`src/rtl/core/vpd_pkg.sv`:
```
package vpd_pkg;

   localparam int LETTER_W            = 5;
   localparam int ALPHABET            = 26;
   localparam int SIDE                = 5;
   localparam int SIDE_W              = 3;
   localparam int LEN_W               = 4;
   localparam int CSR_W               = 60;
   localparam int CSR_IDX_W           = 3;
   localparam int ROW_PAIR_W          = 2 * SIDE * LETTER_W;
   localparam int ROW_W               = SIDE * LETTER_W;
   localparam int DEF_MAX_KEY_LETTERS = 12;

   typedef enum logic [CSR_IDX_W-1:0] {
      CSR_VIGENERE_KEY    = 3'd0,
      CSR_VIGENERE_LENGTH = 3'd1,
      CSR_SQUARE_ROWS_0_1 = 3'd2,
      CSR_SQUARE_ROWS_2_3 = 3'd3,
      CSR_SQUARE_ROW_4    = 3'd4
   } csr_index_type;

   typedef logic [LETTER_W-1:0] letter_type;
   typedef logic [SIDE_W-1:0]   coord_type;

endpackage

```
`src/rtl/core/vpd_req_if.sv`:
```
interface vpd_req_if
   import vpd_pkg::*;
();
   logic       valid;
   logic       ready;
   letter_type cipher_letter;
   logic       last;

   modport source (output valid, output cipher_letter, output last, input ready);
   modport sink   (input valid, input cipher_letter, input last, output ready);
endinterface

```
`src/rtl/core/vpd_rsp_if.sv`:
```
interface vpd_rsp_if
   import vpd_pkg::*;
();
   logic       valid;
   logic       ready;
   letter_type plain_first;
   letter_type plain_second;
   logic       last_res;

   modport source (output valid, output plain_first, output plain_second,
                   output last_res, input ready);
   modport sink   (input valid, input plain_first, input plain_second,
                   input last_res, output ready);
endinterface

```
`src/rtl/core/vigenere_playfair_decrypt_unit.sv`:
```
// Vigenere + Playfair decrypt unit. Takes one ciphertext letter per beat on
// req_if and returns one decrypted letter pair per two letters on rsp_if. The
// block sustains one letter per cycle while pairs are taken: the repeating key
// is removed as a letter is taken into the input register, and the square
// lookup and pair rule run between that register and the result register, so
// a pair is offered on rsp_if once its second letter reaches the result register.
// A pair that waits to be taken holds the input register, so at most one more
// letter is accepted until the pair leaves; that letter, even one that opens a
// pair, waits behind it. A message ends
// on a letter with last set; that clears the key position and any held letter,
// and an unpaired final letter is dropped. Program the key, key length and the
// 5x5 square through the csr_ port only while no letter is in flight. A letter
// missing from the square (such as J) is treated as row 0, column 0.
module vigenere_playfair_decrypt_unit
   import vpd_pkg::*;
#(
   parameter int MAX_KEY_LETTERS = DEF_MAX_KEY_LETTERS
) (
   input  logic                 clock,
   input  logic                 reset,
   vpd_req_if.sink              req_if,
   vpd_rsp_if.source            rsp_if,
   input  logic                 csr_we,
   input  logic [CSR_IDX_W-1:0] csr_index,
   input  logic [CSR_W-1:0]     csr_wdata
);

   localparam int KEY_W = MAX_KEY_LETTERS * LETTER_W;

   // configuration registers
   logic [KEY_W-1:0]      key_ff, key_in;
   logic [LEN_W-1:0]      len_ff, len_in;
   logic [ROW_PAIR_W-1:0] rows01_ff, rows01_in;
   logic [ROW_PAIR_W-1:0] rows23_ff, rows23_in;
   logic [ROW_W-1:0]      row4_ff, row4_in;

   // key walk
   logic [LEN_W-1:0] kpos_ff, kpos_in;

   // input register: letter with key already removed
   logic       s1_valid_ff, s1_valid_in;
   letter_type s1_letter_ff, s1_letter_in;
   logic       s1_last_ff, s1_last_in;

   // held first letter of a pair, kept as its square position
   logic      held_ff, held_in;
   coord_type held_row_ff, held_row_in;
   coord_type held_col_ff, held_col_in;

   // result register
   logic       rsp_valid_ff, rsp_valid_in;
   letter_type rsp_first_ff, rsp_first_in;
   letter_type rsp_second_ff, rsp_second_in;
   logic       rsp_last_ff, rsp_last_in;

   logic accept;
   logic out_free;
   logic s1_go;

   logic [LEN_W-1:0] len_use;
   logic [LEN_W-1:0] pos_use;
   letter_type       key_letter;
   logic [6:0]       diff;
   letter_type       plain_v;

   letter_type sq [SIDE][SIDE];
   coord_type  cur_row, cur_col;
   coord_type  sel_r0, sel_c0, sel_r1, sel_c1;
   letter_type pick0, pick1;

   function automatic coord_type step_back(coord_type x);
      coord_type r;
      if (x == '0) begin
         r = SIDE_W'(SIDE - 1);
      end else begin
         r = x - 1'b1;
      end
      return r;
   endfunction

   // handshake: input register may fill whenever it is empty or draining
   assign out_free       = !rsp_valid_ff || rsp_if.ready;
   assign s1_go          = s1_valid_ff && out_free;
   assign req_if.ready   = !s1_valid_ff || out_free;
   assign accept         = req_if.valid && req_if.ready;

   assign rsp_if.valid        = rsp_valid_ff;
   assign rsp_if.plain_first  = rsp_first_ff;
   assign rsp_if.plain_second = rsp_second_ff;
   assign rsp_if.last_res     = rsp_last_ff;

   // configuration writes
   always_comb begin
      key_in    = key_ff;
      len_in    = len_ff;
      rows01_in = rows01_ff;
      rows23_in = rows23_ff;
      row4_in   = row4_ff;
      if (csr_we) begin
         unique case (csr_index)
            CSR_VIGENERE_KEY:    key_in    = csr_wdata[KEY_W-1:0];
            CSR_VIGENERE_LENGTH: len_in    = csr_wdata[LEN_W-1:0];
            CSR_SQUARE_ROWS_0_1: rows01_in = csr_wdata[ROW_PAIR_W-1:0];
            CSR_SQUARE_ROWS_2_3: rows23_in = csr_wdata[ROW_PAIR_W-1:0];
            CSR_SQUARE_ROW_4:    row4_in   = csr_wdata[ROW_W-1:0];
            default:             ;
         endcase
      end
   end

   // key removal on the incoming beat
   always_comb begin
      priority if (len_ff == '0) begin
         len_use = LEN_W'(1);
      end else if (len_ff > LEN_W'(MAX_KEY_LETTERS)) begin
         len_use = LEN_W'(MAX_KEY_LETTERS);
      end else begin
         len_use = len_ff;
      end
      // a position left over from a longer key wraps to the start
      pos_use = (kpos_ff >= len_use) ? '0 : kpos_ff;

      key_letter = '0;
      for (int i = 0; i < MAX_KEY_LETTERS; i++) begin
         if (pos_use == LEN_W'(i)) begin
            key_letter = key_ff[i*LETTER_W +: LETTER_W];
         end
      end

      // c + 2*26 - k stays within 21..83, so three folds suffice
      diff = 7'(req_if.cipher_letter) + 7'(2 * ALPHABET) - 7'(key_letter);
      priority if (diff >= 7'(3 * ALPHABET)) begin
         plain_v = LETTER_W'(diff - 7'(3 * ALPHABET));
      end else if (diff >= 7'(2 * ALPHABET)) begin
         plain_v = LETTER_W'(diff - 7'(2 * ALPHABET));
      end else if (diff >= 7'(ALPHABET)) begin
         plain_v = LETTER_W'(diff - 7'(ALPHABET));
      end else begin
         plain_v = LETTER_W'(diff);
      end

      kpos_in      = kpos_ff;
      s1_letter_in = s1_letter_ff;
      s1_last_in   = s1_last_ff;
      if (accept) begin
         s1_letter_in = plain_v;
         s1_last_in   = req_if.last;
         if (req_if.last || (pos_use + 1'b1 == len_use)) begin
            kpos_in = '0;
         end else begin
            kpos_in = pos_use + 1'b1;
         end
      end

      priority if (accept) begin
         s1_valid_in = 1'b1;
      end else if (s1_go) begin
         s1_valid_in = 1'b0;
      end else begin
         s1_valid_in = s1_valid_ff;
      end
   end

   // square cells at fixed places
   always_comb begin
      for (int c = 0; c < SIDE; c++) begin
         sq[0][c] = rows01_ff[c*LETTER_W +: LETTER_W];
         sq[1][c] = rows01_ff[(SIDE + c)*LETTER_W +: LETTER_W];
         sq[2][c] = rows23_ff[c*LETTER_W +: LETTER_W];
         sq[3][c] = rows23_ff[(SIDE + c)*LETTER_W +: LETTER_W];
         sq[4][c] = row4_ff[c*LETTER_W +: LETTER_W];
      end
   end

   // locate the registered letter; first match in row-major order wins
   always_comb begin
      cur_row = '0;
      cur_col = '0;
      for (int r = SIDE - 1; r >= 0; r--) begin
         for (int c = SIDE - 1; c >= 0; c--) begin
            if (sq[r][c] == s1_letter_ff) begin
               cur_row = SIDE_W'(r);
               cur_col = SIDE_W'(c);
            end
         end
      end
   end

   // pair rule: column test first, then row, then swap columns
   always_comb begin
      priority if (held_col_ff == cur_col) begin
         sel_r0 = step_back(held_row_ff);
         sel_c0 = held_col_ff;
         sel_r1 = step_back(cur_row);
         sel_c1 = cur_col;
      end else if (held_row_ff == cur_row) begin
         sel_r0 = held_row_ff;
         sel_c0 = step_back(held_col_ff);
         sel_r1 = cur_row;
         sel_c1 = step_back(cur_col);
      end else begin
         sel_r0 = held_row_ff;
         sel_c0 = cur_col;
         sel_r1 = cur_row;
         sel_c1 = held_col_ff;
      end

      pick0 = '0;
      pick1 = '0;
      for (int r = 0; r < SIDE; r++) begin
         for (int c = 0; c < SIDE; c++) begin
            if (sel_r0 == SIDE_W'(r) && sel_c0 == SIDE_W'(c)) begin
               pick0 = sq[r][c];
            end
            if (sel_r1 == SIDE_W'(r) && sel_c1 == SIDE_W'(c)) begin
               pick1 = sq[r][c];
            end
         end
      end
   end

   // advance the pair state and load the result register
   always_comb begin
      held_in       = held_ff;
      held_row_in   = held_row_ff;
      held_col_in   = held_col_ff;
      rsp_first_in  = rsp_first_ff;
      rsp_second_in = rsp_second_ff;
      rsp_last_in   = rsp_last_ff;
      rsp_valid_in  = rsp_valid_ff && !rsp_if.ready;

      if (s1_go) begin
         if (held_ff) begin
            rsp_valid_in  = 1'b1;
            rsp_first_in  = pick0;
            rsp_second_in = pick1;
            rsp_last_in   = s1_last_ff;
            held_in       = 1'b0;
         end else begin
            // hold the opener; drop it when it ends the message
            held_in     = !s1_last_ff;
            held_row_in = cur_row;
            held_col_in = cur_col;
         end
      end
   end

   always_ff @(posedge clock) begin
      if (reset) begin
         key_ff       <= '0;
         len_ff       <= LEN_W'(1);
         rows01_ff    <= '0;
         rows23_ff    <= '0;
         row4_ff      <= '0;
         kpos_ff      <= '0;
         s1_valid_ff  <= 1'b0;
         held_ff      <= 1'b0;
         rsp_valid_ff <= 1'b0;
      end else begin
         key_ff       <= key_in;
         len_ff       <= len_in;
         rows01_ff    <= rows01_in;
         rows23_ff    <= rows23_in;
         row4_ff      <= row4_in;
         kpos_ff      <= kpos_in;
         s1_valid_ff  <= s1_valid_in;
         held_ff      <= held_in;
         rsp_valid_ff <= rsp_valid_in;
      end
   end

   always_ff @(posedge clock) begin
      s1_letter_ff  <= s1_letter_in;
      s1_last_ff    <= s1_last_in;
      held_row_ff   <= held_row_in;
      held_col_ff   <= held_col_in;
      rsp_first_ff  <= rsp_first_in;
      rsp_second_ff <= rsp_second_in;
      rsp_last_ff   <= rsp_last_in;
   end

endmodule
```
`src/flat_wrapper.sv`:
```
// flat-port wrapper written by rule: the top's interface ports become plain ports
module vigenere_playfair_decrypt_unit_flat import vpd_pkg::*;
#(
   parameter int MAX_KEY_LETTERS = DEF_MAX_KEY_LETTERS
)
  (clock, reset, csr_we, csr_index, csr_wdata, req_if_valid, req_if_cipher_letter, req_if_last, req_if_ready, rsp_if_valid, rsp_if_plain_first, rsp_if_plain_second, rsp_if_last_res, rsp_if_ready);
  vpd_req_if req_if_i ();
  vpd_rsp_if rsp_if_i ();
  input  logic clock;
  input  logic reset;
  input  logic csr_we;
  input  logic [CSR_IDX_W-1:0] csr_index;
  input  logic [CSR_W-1:0] csr_wdata;
  input wire logic [$bits(req_if_i.valid)-1:0] req_if_valid;
  input wire logic [$bits(req_if_i.cipher_letter)-1:0] req_if_cipher_letter;
  input wire logic [$bits(req_if_i.last)-1:0] req_if_last;
  output wire logic [$bits(req_if_i.ready)-1:0] req_if_ready;
  output wire logic [$bits(rsp_if_i.valid)-1:0] rsp_if_valid;
  output wire logic [$bits(rsp_if_i.plain_first)-1:0] rsp_if_plain_first;
  output wire logic [$bits(rsp_if_i.plain_second)-1:0] rsp_if_plain_second;
  output wire logic [$bits(rsp_if_i.last_res)-1:0] rsp_if_last_res;
  input wire logic [$bits(rsp_if_i.ready)-1:0] rsp_if_ready;
  assign req_if_i.valid = req_if_valid;
  assign req_if_i.cipher_letter = req_if_cipher_letter;
  assign req_if_i.last = req_if_last;
  assign req_if_ready = req_if_i.ready;
  assign rsp_if_valid = rsp_if_i.valid;
  assign rsp_if_plain_first = rsp_if_i.plain_first;
  assign rsp_if_plain_second = rsp_if_i.plain_second;
  assign rsp_if_last_res = rsp_if_i.last_res;
  assign rsp_if_i.ready = rsp_if_ready;
  vigenere_playfair_decrypt_unit #(.MAX_KEY_LETTERS(MAX_KEY_LETTERS)) u_core (.clock(clock), .reset(reset), .req_if(req_if_i), .rsp_if(rsp_if_i), .csr_we(csr_we), .csr_index(csr_index), .csr_wdata(csr_wdata));
endmodule
```
`config.mk`:
```
export PLATFORM = sky130hd
export DESIGN_NAME = vigenere_playfair_decrypt_unit_flat
export DESIGN_NICKNAME = d
export VERILOG_FILES = /design/src/rtl/core/vpd_pkg.sv /design/src/rtl/core/vpd_req_if.sv /design/src/rtl/core/vpd_rsp_if.sv /design/src/rtl/core/vigenere_playfair_decrypt_unit.sv /design/src/flat_wrapper.sv
export SDC_FILE = /design/constraint.sdc
export NUM_CORES = 1
export LEC_CHECK = 0
export CAP_MARGIN = 10
export CORE_ASPECT_RATIO = 2
export CORE_MARGIN = 4
export CORE_UTILIZATION = 43
export DETAILED_ROUTE_END_ITERATION = 6
export DONT_BUFFER_PORTS = 1
export REMOVE_ABC_BUFFERS = 1
export SYNTH_ARGS = -nofsm -noshare
export SYNTH_HDL_FRONTEND = slang
export SYNTH_SLANG_ARGS = --single-unit
```
`constraint.sdc`:
```
create_clock -name clock -period 9.2 [get_ports clock]
set_clock_uncertainty 0.1 [all_clocks]
set_input_delay 0.92 -clock clock [delete_from_list [all_inputs] [get_ports clock]]
set_output_delay 0.92 -clock clock [all_outputs]
set_load 0.01 [all_outputs]
```
==> metrics.md, run 1 <==
| Metric | Value |
|---|---|
| Post-route minimum period | `7.98 ns` |
| Largest driver fanout on the critical path | `16` |
| Power per cell area | `284 mW/mm²` |
| First-pass GRT wire length | `97.1 mm` |
| Final Hold Violating Endpoints | `0` |
| Overall die height | `267 µm` |
| Max-slew violation count | `0` |
| Unrepaired setup endpoints after global routing | `no` |
| Minimum setup slack in the final design | `1.22 ns` |
| Highest ir drop seen on vdd | `0.174 mV` |
| Latest clock arrival within the worst-skew pair | `0.55 ns` |
| LEAKAGE | `0.00563 µW` |
| Register area share after synthesis | `32.0%` |
| Overall track demand over capacity in global routing | `36.6%` |
| Detailed-placement wirelength estimate | `52.5 mm` |
| Element type at the critical path end | `register` |
| Layout cells sized above 1 | `6.70%` |
| Cell Area, Synth | `0.0144 mm²` |
| Synthesized area divided by synthesized cell count | `7.45 µm²` |
| Via count of the first global-routing pass | `14300` |
| Slowest CP cell | `sky130_fd_sc_hd__fa_1` |
| Number of top-level pins | `87` |
| Data arrival, critical path | `8.15 ns` |
| DRC marker count from the first detailed-route iteration | `1670` |
| Routed wire length per instance | `29.4 µm` |
| Number of buffer cells added on primary ports | `0` |
| DIE AREA | `0.0367 mm²` |
| Clock tree from TritonCTS | `built` |
| Relative slew slack | `23.6%` |
| Total of warnings raised by yosys | `0` |
| Total number of H-tree levels | `1` |
| Last weighted congestion value of the routability-driven placer | `1.03` |
| Overall via count from detail_route | `14700` |
| Pre-CTS WS | `1.18 ns` |
| Growth of design area from synthesis to finish | `7.13%` |
| Number of placed instances with taps included | `2271` |
| Leftover overflow at the end of global routing | `0` |
| Count of flip-flops with a built-in enable after synthesis | `23` |
| Pin count of the biggest net entering global routing | `197` |
| CORE AREA | `0.0330 mm²` |
| Measured slew at the worst slew-check pin | `1.15 ns` |
| FFs w/ async S/R, synth | `0%` |
| Total of endpoints with negative setup slack in the final report | `0` |
| Routed WL | `68.1 mm` |
| Distinct cell type count of the synthesized netlist | `93` |
| Number of non-filler instances in the completed layout | `2314` |
| Detailed-router iteration count before antenna repair | `7` |
| Maximum clock insertion buffer count | `3` |
| Seq cells post-synth | `219` |
| Violated checks | `design-rule violations` |
| Aggregate negative setup slack | `0 ns` |
| Achievable Freq | `125 MHz` |
| Placement row count | `94` |
| Post-CTS Hold Buffers | `0` |
| Number of buffers created by CTS | `22` |
| Data required time at the worst endpoint | `9.36 ns` |
| Antenna Violating Nets Remaining | `0` |
| Layout Nets | `1967` |
| Number of sinks driven by the clock tree | `219` |
| Type of the worst min-delay path | `register to register` |
| Root buffer cell | `sky130_fd_sc_hd__clkbuf_16` |
| Run status | `complete, but fails checks` |
| Initial core utilization | `43.6%` |
| Top_reg_cell synth | `sky130_fd_sc_hd__dfxtp_1` |
| Initial antenna violation count | `2` |
| Post-Synthesis Cells | `1936` |
| Post-CTS resize count | `0` |
| Count of buffers added by post-CTS timing repair for setup | `0` |
| Max-capacitance violation count | `0` |
| Cell repeated most along the worst path | `sky130_fd_sc_hd__inv_1` |
| Routed vias/inst | `6.36` |
| Clock-pin slew reported for the worst setup and hold paths after clock tree synthesis | `0.06 ns` |
| Overall die width | `138 µm` |
| Crit share post-route | `86.8%` |
| Delay of the slowest cell on the worst path | `0.64 ns` |
| Crit Path Category | `register to register` |
| Final Hold Slack | `0.352 ns` |
| Startpoint type of the worst setup path | `register` |
| Number of remaining DRC errors | `1` |
-- per-layer routing --
layer / part of all wire [%] / vias up / track usage (%)
met5: 0 / - / 0
met2: 48 / 737 / 61.8
met4: 13 / 0 / 37.2
met3: 6.8 / 292 / 7.58
met1: 32 / 7003 / 35.1
li1: - / 6696 / -
-- per-stage QoR --
| stage | util [%] | instance area, µm² | power [µW] |
|---|---|---|---|
| after global routing | 46.8 | 15500 | 4520 |
| after global placement | 44.2 | 14600 | 3250 |
| after floorplan | - | 13800 | 2400 |
| after detailed placement | 44.2 | 14600 | 3250 |
| final | 46.8 | 15500 | 4390 |
| after CTS | 46.7 | 15400 | 4310 |
-- registers in the layout (all words and copies together), names as in the netlist, 4 cells and up --
| name | count |
|---|---|
| u_core.rows01_ff | 50 |
| u_core.rsp_if.plain_second | 5 |
| u_core.len_ff | 4 |
| u_core.s1_letter_ff | 5 |
| u_core.rows23_ff | 50 |
| u_core.key_ff | 60 |
| u_core.row4_ff | 25 |
| u_core.rsp_if.plain_first | 5 |
| u_core.kpos_ff | 4 |
-- synth_stat cells (all sizes together) (5+ instances only) --
cell type / count / area share, %
a211oi: 12 / 0.62
a21o: 16 / 0.83
a21oi: 252 / 8.7
a221o: 5 / 0.35
a221oi: 10 / 0.65
a222oi: 11 / 0.76
a22o: 7 / 0.43
a22oi: 19 / 0.99
a311oi: 5 / 0.30
a31oi: 14 / 0.65
a32o: 5 / 0.35
a32oi: 11 / 0.67
and2: 17 / 0.77
and3: 35 / 1.5
buf: 40 / 2.1
clkbuf: 87 / 2.3
dfxtp: 196 / 27
edfxtp: 23 / 4.8
ha: 28 / 2.4
inv: 48 / 1.2
mux2: 8 / 0.62
mux2i: 18 / 1.3
nand2: 461 / 12
nand2b: 8 / 0.35
nand3: 69 / 2.7
nand4: 11 / 0.56
nor2: 105 / 2.8
nor2b: 10 / 0.43
nor3: 50 / 2.0
nor4: 6 / 0.26
o211ai: 12 / 0.62
o21a: 6 / 0.31
o21ai: 70 / 2.4
o221ai: 13 / 0.79
o22ai: 24 / 1.0
o2bb2ai: 5 / 0.35
o31ai: 12 / 0.72
o32ai: 6 / 0.36
or2: 6 / 0.26
xnor2: 57 / 3.5
xor2: 78 / 4.8
-- area by class of cell --
cell class	instances	area [µm²]
multi-input cells	1542	9040
inverters	48	180
repair buffers	31	233
well taps	432	541
diodes	2	5.00
clock buffers	28	624
flip-flops and latches	219	4610
fillers	3428	17600
clock inverters	12	218
-- placed cells by master, fill, tap and decap left out, types with 10 or more instances in the layout --
cell                        Yosys  layout
sky130_fd_sc_hd__o21ai_0       57      57
sky130_fd_sc_hd__inv_1         48      48
sky130_fd_sc_hd__o31ai_1       11      11
sky130_fd_sc_hd__mux2i_1       17      17
sky130_fd_sc_hd__a222oi_1      11      11
sky130_fd_sc_hd__clkbuf_16      0      23
sky130_fd_sc_hd__nor2b_1       10      10
sky130_fd_sc_hd__o21ai_1       13      13
sky130_fd_sc_hd__a31oi_1       13      13
sky130_fd_sc_hd__nor2_1       102     100
sky130_fd_sc_hd__edfxtp_1      23      23
sky130_fd_sc_hd__and2_1        15      14
sky130_fd_sc_hd__nand3_1       60      59
sky130_fd_sc_hd__xnor2_1       57      57
sky130_fd_sc_hd__xor2_1        76      76
sky130_fd_sc_hd__o22ai_1       24      24
sky130_fd_sc_hd__and3_1        35      34
sky130_fd_sc_hd__a21o_1        16      16
sky130_fd_sc_hd__nand3_2        9      10
sky130_fd_sc_hd__nand2_1      461     460
sky130_fd_sc_hd__a32oi_1       11      11
sky130_fd_sc_hd__nor3_1        43      43
sky130_fd_sc_hd__a22oi_1       19      19
sky130_fd_sc_hd__o211ai_1      12      12
sky130_fd_sc_hd__a21oi_1      252     252
sky130_fd_sc_hd__dfxtp_1      196     196
sky130_fd_sc_hd__ha_1          28      28
sky130_fd_sc_hd__o221ai_1      13      13
sky130_fd_sc_hd__a211oi_1      12      12
sky130_fd_sc_hd__buf_4          3      31
-- report_power, final --
group | leakage [µW] | internal [µW] | total [µW] | switching (µW)
clock | 0.000416 | 651 | 1060 | 405
sequential | 0.00180 | 1020 | 1070 | 53.0
combinational | 0.00341 | 671 | 2260 | 1590
total | 0.00563 | 2340 | 4390 | 2050
-- critical path: cells and delay by family, from the launching register on --
| kind | cells | cell delay (ns) |
|---|---|---|
| buffers and inverters | 7 | 1.07 |
| adders and majority gates | 6 | 1.69 |
| and+or+nand+nor | 8 | 0.93 |
| AOI/OAI and AO/OA | 15 | 3.58 |
| DFF | 1 | 0.34 |
-- worst paths after layout --
kind	from	to	slack, ns	cells past startpoint
worst max register to register	u_core.len_ff[2]$_SDFFE_PP0P_	u_core.s1_letter_ff[2]$_DFFE_PP_	1.22	36
worst max-delay path	u_core.len_ff[2]$_SDFFE_PP0P_	u_core.s1_letter_ff[2]$_DFFE_PP_	1.22	36
worst min register to register	u_core.key_ff[43]$_SDFFE_PP0P_	u_core.key_ff[43]$_SDFFE_PP0P_	0.35	2
worst min-delay path	u_core.key_ff[43]$_SDFFE_PP0P_	u_core.key_ff[43]$_SDFFE_PP0P_	0.35	2
-- cells by family after synthesis --
family	Yosys count	synth area share (%)
DFF	219	32.0
buffers and inverters	175	5.59
xor gates and xnor gates	135	8.30
AOI/OAI and AO/OA	556	24.7
adders and majority gates	29	2.57
muxes	26	1.96
and+or+nand+nor	796	24.9
(Power assumes the default switching activity.)
==> run 2, diff against run 1 <==
- ABC_AREA: not set -> 1
==> metrics.md, run 2 <==
| Metric | Value |
|---|---|
| Last weighted congestion value of the routability-driven placer | `1.03 (+0.11%)` |
| Number of non-filler instances in the completed layout | `2471 (+6.8%)` |
| Achievable Freq | `131 MHz (+4.4%)` |
| Distinct cell type count of the synthesized netlist | `53 (-43%)` |
| Number of sinks driven by the clock tree | `219 (unchanged)` |
| Layout Nets | `2133 (+8.4%)` |
| Slowest CP cell | `sky130_fd_sc_hd__edfxtp_1` |
| Cells on worst reg2reg path | `35 (-2.8%)` |
| Total of endpoints with negative setup slack in the final report | `0 (unchanged)` |
| Crit Path Category | `register to register` |
| Filler Cell Count | `3428 (unchanged)` |
| Total number of H-tree levels | `1 (unchanged)` |
| Startpoint type of the worst setup path | `register` |
| Library cell with the largest summed area after synthesis | `sky130_fd_sc_hd__dfxtp_1` |
| Initial core utilization | `43.4% (-0.21 points)` |
| Count of flip-flops with a built-in enable after synthesis | `23 (unchanged)` |
| Detailed-router iteration count before antenna repair | `7 (unchanged)` |
| Pin count of the biggest net entering global routing | `102 (-48%)` |
| Top_reg_cell synth | `sky130_fd_sc_hd__dfxtp_1` |
| Max-capacitance violation count | `0 (unchanged)` |
| Routed wire length per instance | `25.3 µm (-14%)` |
| Number of flip-flops in the largest register | `60 (unchanged)` |
| Initial antenna violation count | `4 (+2)` |
| Run status | `completed` |
| LEAKAGE | `0.00577 µW (+2.5%)` |
| Beginning of the worst register-to-register path | `u_core.s1_letter_ff[2]$_DFFE_PP_` |
| Most frequent cells after synthesis | `405 x sky130_fd_sc_hd__nand2_1, 379 x sky130_fd_sc_hd__nor2_1, 226 x sky130_fd_sc_hd__inv_1, 226 x sky130_fd_sc_hd__o21ai_0, 196 x sky130_fd_sc_hd__dfxtp_1` |
| Register area share after synthesis | `33.8% (+1.8 points)` |
| Cell with the most instances after synthesis | `sky130_fd_sc_hd__nand2_1` |
| Detailed-placement wirelength estimate | `48.8 mm (-7.0%)` |
| Relative slew slack | `27.2% (+3.6 points)` |
| Final Hold Violating Endpoints | `0 (unchanged)` |
| Leftover overflow at the end of global routing | `0 (unchanged)` |
| Growth of design area from synthesis to finish | `7.24%` |
| Final Hold Slack | `0.346 ns (-0.00581 ns)` |
| Overall die width | `134 µm (-2.6%)` |
| Utilization after layout | `46.6% (-0.18 points)` |
| Type of the worst min-delay path | `input pin to register` |
| FFs w/ async S/R, synth | `0% (unchanged)` |
| Latest clock arrival within the worst-skew pair | `0.53 ns (-0.02 ns)` |
| Area share of the largest cell type after synthesis | `28.7% (+1.5 points)` |
| Data required time at the worst endpoint | `9.33 ns (-0.03 ns)` |
| CORE AREA | `0.0314 mm² (-4.9%)` |
| Number of buffer cells added on primary ports | `0 (unchanged)` |
| Post-Synthesis Cells | `2071 (+7.0%)` |
| First-pass GRT wire length | `89.9 mm (-7.4%)` |
| Layout cells sized above 1 | `6.06% (-0.64 points)` |
| Placement row count | `92 (-2.1%)` |
| Registers with the most flip-flops | `u_core.key_ff x60, u_core.rows01_ff x50, u_core.rows23_ff x50` |
| Aggregate negative setup slack | `0 ns (unchanged)` |
| Most common cell after layout, fill and taps aside | `sky130_fd_sc_hd__nand2_1` |
| Number of remaining DRC errors | `0 (-1)` |
| Antenna Violating Nets Remaining | `0 (unchanged)` |
| Crit share post-route | `83.1% (-3.7 points)` |
| Overall via count from detail_route | `13900 (-5.7%)` |
| Synthesized area divided by synthesized cell count | `6.59 µm² (-12%)` |
| Biggest register | `u_core.key_ff` |
| Max-slew violation count | `0 (unchanged)` |
| Maximum clock insertion buffer count | `3 (unchanged)` |
| Cell depth of the worst setup path | `35 (-2.8%)` |
| Highest ir drop seen on vdd | `0.182 mV (+4.2%)` |
| Post-CTS Hold Buffers | `0 (unchanged)` |
| Clock tree from TritonCTS | `built` |
| Measured slew at the worst slew-check pin | `1.09 ns (-0.0574 ns)` |
| Routed vias/inst | `5.62 (-12%)` |
| Critical R2R Capture | `u_core.rsp_if.plain_first[3]$_DFFE_PP_` |
| Number of top-level pins | `87 (unchanged)` |
| Overall track demand over capacity in global routing | `35.3% (-1.2 points)` |
| Delay of the slowest cell on the worst path | `0.89 ns (+0.25 ns)` |
| Data arrival, critical path | `7.77 ns (-0.38 ns)` |
| Post-route minimum period | `7.64 ns (-0.339 ns)` |
| Count of buffers added by post-CTS timing repair for setup | `0 (unchanged)` |
| Cell repeated most along the worst path | `sky130_fd_sc_hd__nand2_1` |
| Via count of the first global-routing pass | `13900 (-2.3%)` |
| Ranking of synthesized cells by area | `sky130_fd_sc_hd__dfxtp_1 29%, sky130_fd_sc_hd__nand2_1 11%, sky130_fd_sc_hd__nor2_1 10%, sky130_fd_sc_hd__o21ai_0 8.3%, sky130_fd_sc_hd__inv_1 6.2%` |
| Total of warnings raised by yosys | `0 (unchanged)` |
| Commonest cells after routing, fill and taps aside | `404 x sky130_fd_sc_hd__nand2_1, 379 x sky130_fd_sc_hd__nor2_1, 226 x sky130_fd_sc_hd__inv_1, 226 x sky130_fd_sc_hd__o21ai_0, 196 x sky130_fd_sc_hd__dfxtp_1` |
| Cell Area, Synth | `0.0136 mm² (-5.4%)` |
| DRC marker count from the first detailed-route iteration | `1036 (-38%)` |
| Power per cell area | `258 mW/mm² (-9.1%)` |
| Number of buffers and inverters on the critical path | `4 (-3)` |
| Category of cells accounting for the largest share of critical-path delay | `simple AND/OR/NAND/NOR gates` |
| Number of placed instances with taps included | `2429 (+7.0%)` |
| End of the critical path | `u_core.rsp_if.plain_first[3]$_DFFE_PP_` |
| Number of buffers created by CTS | `22 (unchanged)` |
| Unrepaired setup endpoints after global routing | `no` |
| DIE AREA | `0.0348 mm² (-5.1%)` |
| Flop2flop setup slack | `1.56 ns (+0.34 ns)` |
| Post-Layout Inst Area | `0.0146 mm² (-5.3%)` |
| Clock-pin slew reported for the worst setup and hold paths after clock tree synthesis | `0.07 ns (about the same)` |
| Standard cell area after detailed placement | `0.0139 mm² (-4.8%)` |
| Root buffer cell | `sky130_fd_sc_hd__clkbuf_16` |
| Element type at the critical path end | `register` |
| Largest driver fanout on the critical path | `13 (-3)` |
| CP startpoint | `u_core.s1_letter_ff[2]$_DFFE_PP_` |
| Post-CTS resize count | `0 (unchanged)` |
| Routed WL | `62.6 mm (-8.1%)` |
| Seq cells post-synth | `219 (unchanged)` |
| Overall die height | `260 µm (-2.6%)` |
-- run 2: cell types whose count changed in the layout (fill, tap and decap cells not counted), moves of 46 or more --
cell                      previous run  this run
sky130_fd_sc_hd__nand2_1           460       404
sky130_fd_sc_hd__inv_1              48       226
sky130_fd_sc_hd__a21oi_1           252       117
sky130_fd_sc_hd__nor2_1            100       379
sky130_fd_sc_hd__nand4_1             9        55
sky130_fd_sc_hd__o21ai_0            57       226
-- run 2: metal layers --
metal	vias to the layer above	track usage (%)	wire, µm
met1	6523	32.1	19700
met4	2	31.4	6850
met3	258	5.50	2930
li1	6574	-	-
met5	-	0	14
met2	536	66.2	33100
-- run 2: power breakdown --
part	leakage (µW)	switching, µW	internal [µW]	total, µW
Sequential	0.00182	75.7	1030	1100
Combinational	0.00359	1290	432	1720
Clock	0.000363	417	540	957
Total	0.00577	1780	2000	3780
-- run 2: final cells by class --
cell class	count	area (µm²)	share of cell area (%)
Clock buffer	30	632	4.32
Timing Repair Buffer	12	115	0.786
Antenna cell	3	7.51	0.0513
Tap cell	423	529	3.62
Multi-Input combinational cell	1529	7710	52.7
Sequential cell	219	4610	31.5
Clock inverter	9	103	0.701
Inverter	246	926	6.33
-- run 2: cell families after synthesis --
logic type,after synthesis,synth area share (%)
AND/OR/NAND/NOR,1009,31.9
AO/OA/AOI/OAI,382,14.7
buffers and inverters,323,9.85
flip-flops,219,33.8
XOR/XNOR,109,7.05
adder cells (fa/ha/maj),29,2.71
-- run 2: metrics by stage --
step | setup WS [ns] | total power [µW]
floorplan | 3.47 | 2170
global placement | 1.88 | 2780
detailed placement | 1.86 | 2790
CTS | 1.83 | 3740
global route | 1.03 | 3950
finish | 1.56 | 3780
-- run 2: worst min path at each step --
stage	slack, ns	startpoint	to	depth (start not counted)
finish	0.35	reset	u_core.kpos_ff[2]$_SDFFE_PP0P_	1
CTS	0.34	reset	u_core.s1_valid_ff$_SDFFE_PP0P_	1
global route	0.34	reset	u_core.kpos_ff[1]$_SDFFE_PP0P_	1
detailed placement	0.34	u_core.s1_last_ff$_DFFE_PP_	u_core.rsp_if.last_res$_DFFE_PP_	0
floorplan	0.32	u_core.s1_last_ff$_DFFE_PP_	u_core.rsp_if.last_res$_DFFE_PP_	0
global placement	0.34	u_core.s1_last_ff$_DFFE_PP_	u_core.rsp_if.last_res$_DFFE_PP_	0
==> run 3, diff against run 2 <==
- clock period: 9.2 -> 7.3 ns (I/O delays scaled with it)
==> metrics.md, run 3 (synthesis results as in run 2) <==
| Metric | Value |
|---|---|
| Routed WL | `60.1 mm (-3.9%)` |
| Detailed-router iteration count before antenna repair | `6 (-1)` |
| Detailed-placement wirelength estimate | `47.2 mm (-3.2%)` |
| Cell repeated most along the worst path | `sky130_fd_sc_hd__nand2_1` |
| Unrepaired setup endpoints after global routing | `no` |
| Count of buffers added by post-CTS timing repair for setup | `0 (unchanged)` |
| Biggest register | `u_core.key_ff` |
| Total number of H-tree levels | `1 (unchanged)` |
| Data arrival, critical path | `7.12 ns (-0.65 ns)` |
| CORE AREA | `0.0314 mm² (unchanged)` |
| Via count of the first global-routing pass | `13800 (-0.85%)` |
| Antenna Violating Nets Remaining | `0 (unchanged)` |
| LEAKAGE | `0.00599 µW (+3.7%)` |
| Type of the worst min-delay path | `input pin to register` |
| Overall die height | `260 µm (unchanged)` |
| Slowest CP cell | `sky130_fd_sc_hd__edfxtp_1` |
| Measured slew at the worst slew-check pin | `1.15 ns (+0.0585 ns)` |
| Largest driver fanout on the critical path | `18 (+5)` |
| Filler Cell Count | `3353 (-2.2%)` |
| Latest clock arrival within the worst-skew pair | `0.55 ns (+0.02 ns)` |
| Power per cell area | `335 mW/mm² (+30%)` |
| Data required time at the worst endpoint | `7.42 ns (-1.91 ns)` |
| Layout Nets | `2174 (+1.9%)` |
| Highest ir drop seen on vdd | `0.248 mV (+37%)` |
| Startpoint type of the worst setup path | `register` |
| Relative slew slack | `23.3% (-3.9 points)` |
| Delay of the slowest cell on the worst path | `0.80 ns (-0.09 ns)` |
| Aggregate negative setup slack | `0 ns (unchanged)` |
| First-pass GRT wire length | `85.9 mm (-4.4%)` |
| Leftover overflow at the end of global routing | `0 (unchanged)` |
| Total of endpoints with negative setup slack in the final report | `0 (unchanged)` |
| Post-route minimum period | `7.01 ns (-0.639 ns)` |
| Commonest cells after routing, fill and taps aside | `404 x sky130_fd_sc_hd__nand2_1, 379 x sky130_fd_sc_hd__nor2_1, 226 x sky130_fd_sc_hd__inv_1, 226 x sky130_fd_sc_hd__o21ai_0, 196 x sky130_fd_sc_hd__dfxtp_1` |
| Clock-pin slew reported for the worst setup and hold paths after clock tree synthesis | `0.07 ns (about the same)` |
| Achievable Freq | `143 MHz (+9.1%)` |
| Number of sinks driven by the clock tree | `219 (unchanged)` |
| Number of flip-flops in the largest register | `60 (unchanged)` |
| Number of remaining DRC errors | `0 (unchanged)` |
| Growth of design area from synthesis to finish | `9.91%` |
| Root buffer cell | `sky130_fd_sc_hd__clkbuf_16` |
| Routed vias/inst | `5.52 (-1.9%)` |
| Max-slew violation count | `0 (unchanged)` |
| Clock tree from TritonCTS | `built` |
| Crit Path Category | `register to register` |
| DRC marker count from the first detailed-route iteration | `1015 (-2.0%)` |
| Initial antenna violation count | `4 (unchanged)` |
| Last weighted congestion value of the routability-driven placer | `1.03 (-0.11%)` |
| Crit share post-route | `96.0% (+13 points)` |
| Final Hold Slack | `0.146 ns (-0.200 ns)` |
| Number of buffer cells added on primary ports | `0 (unchanged)` |
| Initial core utilization | `43.4% (unchanged)` |
| Max-capacitance violation count | `0 (unchanged)` |
| Registers with the most flip-flops | `u_core.key_ff x60, u_core.rows01_ff x50, u_core.rows23_ff x50` |
| Number of buffers created by CTS | `22 (unchanged)` |
| Maximum clock insertion buffer count | `3 (unchanged)` |
| Overall die width | `134 µm (unchanged)` |
| Run status | `completed` |
| Layout cells sized above 1 | `8.15% (+2.1 points)` |
| Routed wire length per instance | `23.9 µm (-5.6%)` |
| Number of top-level pins | `87 (unchanged)` |
| Overall track demand over capacity in global routing | `33.9% (-1.4 points)` |
| Placement row count | `92 (unchanged)` |
| Most common cell after layout, fill and taps aside | `sky130_fd_sc_hd__nand2_1` |
| Overall via count from detail_route | `13900 (-0.13%)` |
| DIE AREA | `0.0348 mm² (unchanged)` |
| Element type at the critical path end | `register` |
| Final Hold Violating Endpoints | `0 (unchanged)` |
| Pin count of the biggest net entering global routing | `107 (+4.9%)` |
-- run 3: cell count changes in the layout (fill, tap and decap cells not counted), moves of 2 or more --
cell	before	now
sky130_fd_sc_hd__bufinv_16	2	4
sky130_fd_sc_hd__clkinv_4	0	2
sky130_fd_sc_hd__diode_2	3	5
sky130_fd_sc_hd__clkbuf_1	4	1
sky130_fd_sc_hd__buf_4	10	52
sky130_fd_sc_hd__inv_4	2	4
-- run 3: layout make-up --
| cell class | count | area (µm²) | area share, % |
|---|---|---|---|
| inverter | 246 | 926 | 6.17 |
| timing repair buffer | 53 | 410 | 2.74 |
| tap | 423 | 529 | 3.53 |
| clock buffer | 26 | 607 | 4.05 |
| clock inverter | 14 | 186 | 1.24 |
| antenna | 5 | 12.5 | 0.0834 |
| sequential | 219 | 4610 | 30.8 |
| multi-input combinational | 1529 | 7720 | 51.4 |
-- run 3: worst paths after layout --
path,cells past startpoint,slack (ns),startpoint,end
max,38,0.29,u_core.s1_letter_ff[0]$_DFFE_PP_,u_core.rsp_if.plain_first[3]$_DFFE_PP_
min reg2reg,0,0.36,u_core.s1_last_ff$_DFFE_PP_,u_core.rsp_if.last_res$_DFFE_PP_
min,1,0.15,reset,u_core.s1_valid_ff$_SDFFE_PP0P_
max reg2reg,38,0.29,u_core.s1_letter_ff[0]$_DFFE_PP_,u_core.rsp_if.plain_first[3]$_DFFE_PP_
-- run 3: through the flow --
stage               area (µm²)  setup WS, ns  std cells  total power, µW  utilization (%)
floorplan                13200          1.57       1994             2740                -
global placement         14200         0.699       2470             3700             45.2
detailed placement       14200         0.631       2470             3710             45.2
CTS                      15000         0.616       2510             4990             47.7
global route             15000        0.0139       2512             5260             47.7
finish                   15000         0.294       2515             5030             47.7
-- run 3: routing by layer --
| metal | wire (µm) | track usage, % |
|---|---|---|
| met1 | 18400 | 28.6 |
| met2 | 32100 | 64.8 |
| met5 | 0 | 0 |
| met4 | 6960 | 32.2 |
| met3 | 2710 | 5.56 |
-- run 3: what timing repair did --
| item | in CTS | in global routing |
|---|---|---|
| gates resized for setup | 0 | 1 |
| hold buffers | 0 | 0 |
| setup endpoints to repair | 0 | 1 |
-- run 3: power breakdown --
part / total [µW] / internal (µW) / leakage [µW] / switching (µW)
sequential: 1360 / 1290 / 0.00182 / 72.1
combinational: 2380 / 694 / 0.00378 / 1690
clock: 1280 / 742 / 0.000389 / 541
total: 5030 / 2730 / 0.00599 / 2300
-- run 3: worst max-delay path: cells and delay by family, from the launching register on --
kind / cells / cell delay [ns]
and+or+nand+nor: 33 / 4.82
DFF: 1 / 0.80
buffers and inverters: 2 / 0.49
xor gates and xnor gates: 1 / 0.23
AOI/OAI and AO/OA: 2 / 0.21
